==> config.mk <==
export PLATFORM = sky130hd
export DESIGN_NAME = anf_step_rule
export DESIGN_NICKNAME = d
export VERILOG_FILES = /design/src/rtl/anf_pkg.sv /design/src/rtl/anf_step_rule.sv
export SDC_FILE = /design/constraint.sdc
export NUM_CORES = 1
export LEC_CHECK = 0
export BUFFER_PORTS_ARGS = -buffer_cell sky130_fd_sc_hd__buf_2
export CAP_MARGIN = 20
export CORE_MARGIN = 1
export CORE_UTILIZATION = 65
export DETAILED_ROUTE_END_ITERATION = 10
export GPL_TIMING_DRIVEN = 0
export PLACE_DENSITY = 0.95
export RECOVER_POWER = 50
export SLEW_MARGIN = 20
export SYNTH_ARGS = -nofsm -noshare
export SYNTH_HDL_FRONTEND = slang
export SYNTH_SLANG_ARGS = --single-unit
==> constraint.sdc <==
create_clock -name vclk -period 17.75
set_clock_uncertainty 0.05 [all_clocks]
set_input_delay 0.8875 -clock vclk [all_inputs]
set_output_delay 0.8875 -clock vclk [all_outputs]
set_load 0.01 [all_outputs]
==> src/rtl/anf_pkg.sv <==
package anf_pkg;

    // field widths fixed by the interface
    localparam int ORDER_W  = 12;
    localparam int SHIFT_W  = 5;
    localparam int SAMPLE_W = 16;

    // configuration register indexes (byte address bits [3:2])
    localparam logic [1:0] REG_FILTER_ORDER = 2'd0;
    localparam logic [1:0] REG_ROUND_SHIFT  = 2'd1;
    localparam logic [1:0] REG_DELTA_RULE   = 2'd2;

    // register values after reset
    localparam logic [ORDER_W-1:0] FILTER_ORDER_RST = 12'd16;
    localparam logic [SHIFT_W-1:0] ROUND_SHIFT_RST  = 5'd11;

    // smallest order that enables prediction
    localparam int MIN_ORDER = 16;

    // step magnitudes and saturation limits
    localparam logic [SAMPLE_W-1:0] STEP_LARGE = 16'd32;
    localparam logic [SAMPLE_W-1:0] STEP_MID   = 16'd16;
    localparam logic [SAMPLE_W-1:0] STEP_SMALL = 16'd8;
    localparam logic [SAMPLE_W-1:0] STEP_OLDER = 16'd4;
    localparam logic [SAMPLE_W-1:0] SAT_POS    = 16'h7FFF;
    localparam logic [SAMPLE_W-1:0] SAT_NEG    = 16'h8000;

    // sequencer states
    typedef enum logic [3:0] {
        ST_CLEAR,
        ST_IDLE,
        ST_START,
        ST_MAC,
        ST_DRAIN,
        ST_FIN_SUM,
        ST_FIN_WRITE,
        ST_HALVE_RD,
        ST_HALVE_WR
    } state_t;

    // result of the step rule for one output
    typedef struct packed {
        logic [SAMPLE_W-1:0] sat_sample;
        logic [SAMPLE_W-1:0] step;
        logic [31:0]         avg_next;
    } post_t;

    // distance back of each step that gets halved
    function automatic logic [3:0] halve_offset(input logic newer, input logic [1:0] idx);
        logic [3:0] off;
        off = 4'd8;
        if (newer) begin
            case (idx)
                2'd0:    off = 4'd1;
                2'd1:    off = 4'd2;
                default: off = 4'd8;
            endcase
        end else begin
            case (idx)
                2'd0:    off = 4'd4;
                default: off = 4'd8;
            endcase
        end
        return off;
    endfunction

endpackage

==> src/rtl/anf_step_rule.sv <==
module anf_step_rule (
    input  logic signed [31:0] sample_i,
    input  logic [31:0]        avg_i,
    input  logic               newer_i,
    output anf_pkg::post_t     post_o
);
    import anf_pkg::*;

    logic               is_neg;
    logic               is_zero;
    logic               ovf;
    logic [31:0]        mag_a;
    logic [33:0]        a_ext;
    logic [33:0]        a3;
    logic [33:0]        avg3;
    logic [33:0]        avg4;
    logic [15:0]        step_mag;
    logic signed [32:0] diff;
    logic signed [32:0] diff_q;

    always_comb begin
        is_neg  = sample_i[31];
        is_zero = (sample_i == 32'sd0);
        ovf     = (sample_i[31:15] != {17{sample_i[31]}});

        // saturated history value
        if (!ovf) begin
            post_o.sat_sample = sample_i[15:0];
        end else if (is_neg) begin
            post_o.sat_sample = SAT_NEG;
        end else begin
            post_o.sat_sample = SAT_POS;
        end

        // exact magnitude, most negative value gives 2^31
        mag_a = is_neg ? (~sample_i + 32'd1) : sample_i;
        a_ext = {2'b00, mag_a};
        a3    = {2'b00, mag_a} + {1'b0, mag_a, 1'b0};
        avg3  = {2'b00, avg_i} + {1'b0, avg_i, 1'b0};
        avg4  = {avg_i, 2'b00};

        // a > floor(4*avg/3) is the same as 3*a > 4*avg
        if (a_ext > avg3) begin
            step_mag = STEP_LARGE;
        end else if (a3 > avg4) begin
            step_mag = STEP_MID;
        end else if (!is_zero) begin
            step_mag = STEP_SMALL;
        end else begin
            step_mag = '0;
        end

        // step sign opposes the output sign
        if (newer_i) begin
            post_o.step = (!is_neg && !is_zero) ? (16'd0 - step_mag) : step_mag;
        end else if (is_zero) begin
            post_o.step = '0;
        end else if (is_neg) begin
            post_o.step = STEP_OLDER;
        end else begin
            post_o.step = 16'd0 - STEP_OLDER;
        end

        // running average moves by a sixteenth, truncated toward zero
        diff   = $signed({1'b0, mag_a}) - $signed({1'b0, avg_i});
        diff_q = diff[32] ? ((diff + 33'sd15) >>> 4) : (diff >>> 4);
        post_o.avg_next = avg_i + diff_q[31:0];
    end

endmodule

==> out/metrics.csv <==
metric,value,unit
min-delay-start,newer_i,
synth-seq-area-share,0,%
drtIter0Drc,840,
postCtsHoldBufs,0,
setup_viol,0,
post-route-drc-count,0,
grt_start_max_net_pins,12,
n_clock_buffer,0,
core,14000,um^2
diodes,0,
port_buffers,126,
rows,43,
routed_wl,27.0,mm
synthToLayoutAreaGrowth,8.78,%
grt_first_pass_wirelength,43.2,mm
final_common_cell,ha_1,
powerDensity,79.9,nW/um^2
tightest_slew,1.30,ns
ant_nets,0,
regArea,0,um^2
layout-drive-gt1-share,10.3,%
start_util,67.0,%
cpMaxStageDelayCell,nor4_1,
cp-end-kind,primary output,
cp_data_required_time,16.81,ns
synth.distinct_cells,79,
ios,129,
cp.arrival,9.49,ns
drt_first_pass_iters,5,
routabilityCongestion,0.944,
viasPerCell,6.57,
hold_depth,3,
finalCritPeriodShare,58.8,%
grt_usage,34.9,%
first_global_vias,9482,
p_total,0.000815,W
min_path_type,input port to primary output,
die_h,122,um
peakVddDrop,0.0000461,V
dieArea,14900,um^2
crit_start,sample_i[3],
nFlopsAndLatches,0,
slew_headroom,12.6,%
antenna_found_initial,0,
dpl.hpwl,22.9,mm
avgSynthCellArea,7.19,um^2
fmax,95.9,MHz
startpoint_type,input port,
min_to,post_o[34],
die_w,122,um
vias,10579,
synthCells,1303,
postCtsSetupBuffers,0,
status,completed,
drv_slew,0,
synth_area,9370,um^2
mostFrequentLayoutCells,"ha_1 (193), a21oi_1 (119), xnor2_1 (108)",
final-hold-violation-count,0,
wl_per_cell,16.7,um
multi_input_area,8850,um^2
post-route-min-period,10.43,ns
rsz0062_at_grt,false,
cts_resized,0,
tns,0,ns
cpPeakStageDelay,0.58,ns
crit_type,input port to primary output,
grt_overflow,0,
ys_warn_count,0,
crit_path_frequent_cell,o21ai_0,
p_leak,4.94,nW
final_net_count,1694,
max-cap-violations,0,
fill_cells,1205,
crit_fanout,9,
## cell families (layout without fill, tap and decap cells)
family / Yosys count / count (layout) / synth area share, %
buffers and inverters: 124 / 250 / 5.62
xor gates and xnor gates: 161 / 161 / 15.3
other: 1 / 2 / 0.0400
muxes: 3 / 3 / 0.334
adders and majority gates: 197 / 197 / 26.6
AOI/OAI and AO/OA: 441 / 441 / 31.5
and+or+nand+nor: 376 / 376 / 20.7
## worst max-delay path by stage
stage                             to  slack [ns]  cells past startpoint
after floorplan           post_o[31]        9.13                     27
after global placement    post_o[31]        7.85                     29
after detailed placement  post_o[31]        7.72                     29
after CTS                 post_o[31]        7.70                     29
after global routing      post_o[31]        6.73                     31
final                     post_o[31]        7.32                     29
## per-layer routing
metal / wire [um] / GRT usage, %
met5: 0 / 0
met4: 486 / 7.24
met3: 2410 / 2.76
met2: 12100 / 59.9
met1: 12000 / 47.5
## metrics by stage
stage | cells | worst slack (ns) | util, % | hold slack [ns] | instance area (um^2)
CTS | 1610 | 7.70 | 73.1 | 2.00 | 10200
global route | 1610 | 6.73 | 72.9 | 2.04 | 10200
finish | 1610 | 7.32 | 72.9 | 2.00 | 10200
global placement | 1610 | 7.85 | 73.1 | 2.00 | 10200
floorplan | 1304 | 9.13 | - | 1.77 | 9380
detailed placement | 1610 | 7.72 | 73.1 | 2.00 | 10200
## cells in the mapped netlist, types with 9 or more instances
| cell type | n | share of area, % |
|---|---|---|
| o21ai_0 | 71 | 3.8 |
| ha_1 | 193 | 26 |
| nand2b_1 | 12 | 0.80 |
| nand2_1 | 74 | 3.0 |
| a21o_1 | 80 | 6.4 |
| nor2b_1 | 11 | 0.73 |
| nand3_1 | 23 | 1.2 |
| nor4_1 | 10 | 0.67 |
| o31ai_1 | 16 | 1.3 |
| a211oi_1 | 10 | 0.80 |
| xor2_1 | 51 | 4.8 |
| clkbuf_1 | 17 | 0.68 |
| nor3_1 | 30 | 1.6 |
| inv_1 | 85 | 3.4 |
| or4_1 | 11 | 0.88 |
| a21oi_1 | 119 | 6.4 |
| o21a_1 | 20 | 1.6 |
| and2_1 | 16 | 1.1 |
| a31oi_1 | 9 | 0.60 |
| o21bai_1 | 19 | 1.5 |
| xnor2_1 | 108 | 10 |
| nor2_1 | 97 | 3.9 |
| and3_1 | 10 | 0.67 |
| or3_1 | 11 | 0.73 |
| buf_4 | 14 | 1.1 |
| a221oi_1 | 10 | 0.93 |
| o211ai_1 | 10 | 0.80 |
| nand4_1 | 45 | 3.0 |
## critical path, delay by kind of cell
| kind | cells | cell delay (ns) |
|---|---|---|
| AOI/OAI and AO/OA | 11 | 3.34 |
| xor gates and xnor gates | 3 | 0.68 |
| adders and majority gates | 2 | 0.68 |
| buffers and inverters | 2 | 0.28 |
| and+or+nand+nor | 11 | 3.62 |
## report_power, final
group / switching (W) / total [W] / leakage [nW] / internal (W)
combinational: 0.000465 / 0.000815 / 4.94 / 0.000349
sequential: 0 / 0 / 0 / 0
clock: 0 / 0 / 0 / 0
## final cells by class
type                       instances  area share, %
tap                              180           2.21
timing repair buffer             126           5.83
buffer                            39           2.04
inverter                          85           3.13
multi-input combinational       1180           86.8
(Power assumes the default switching activity.)
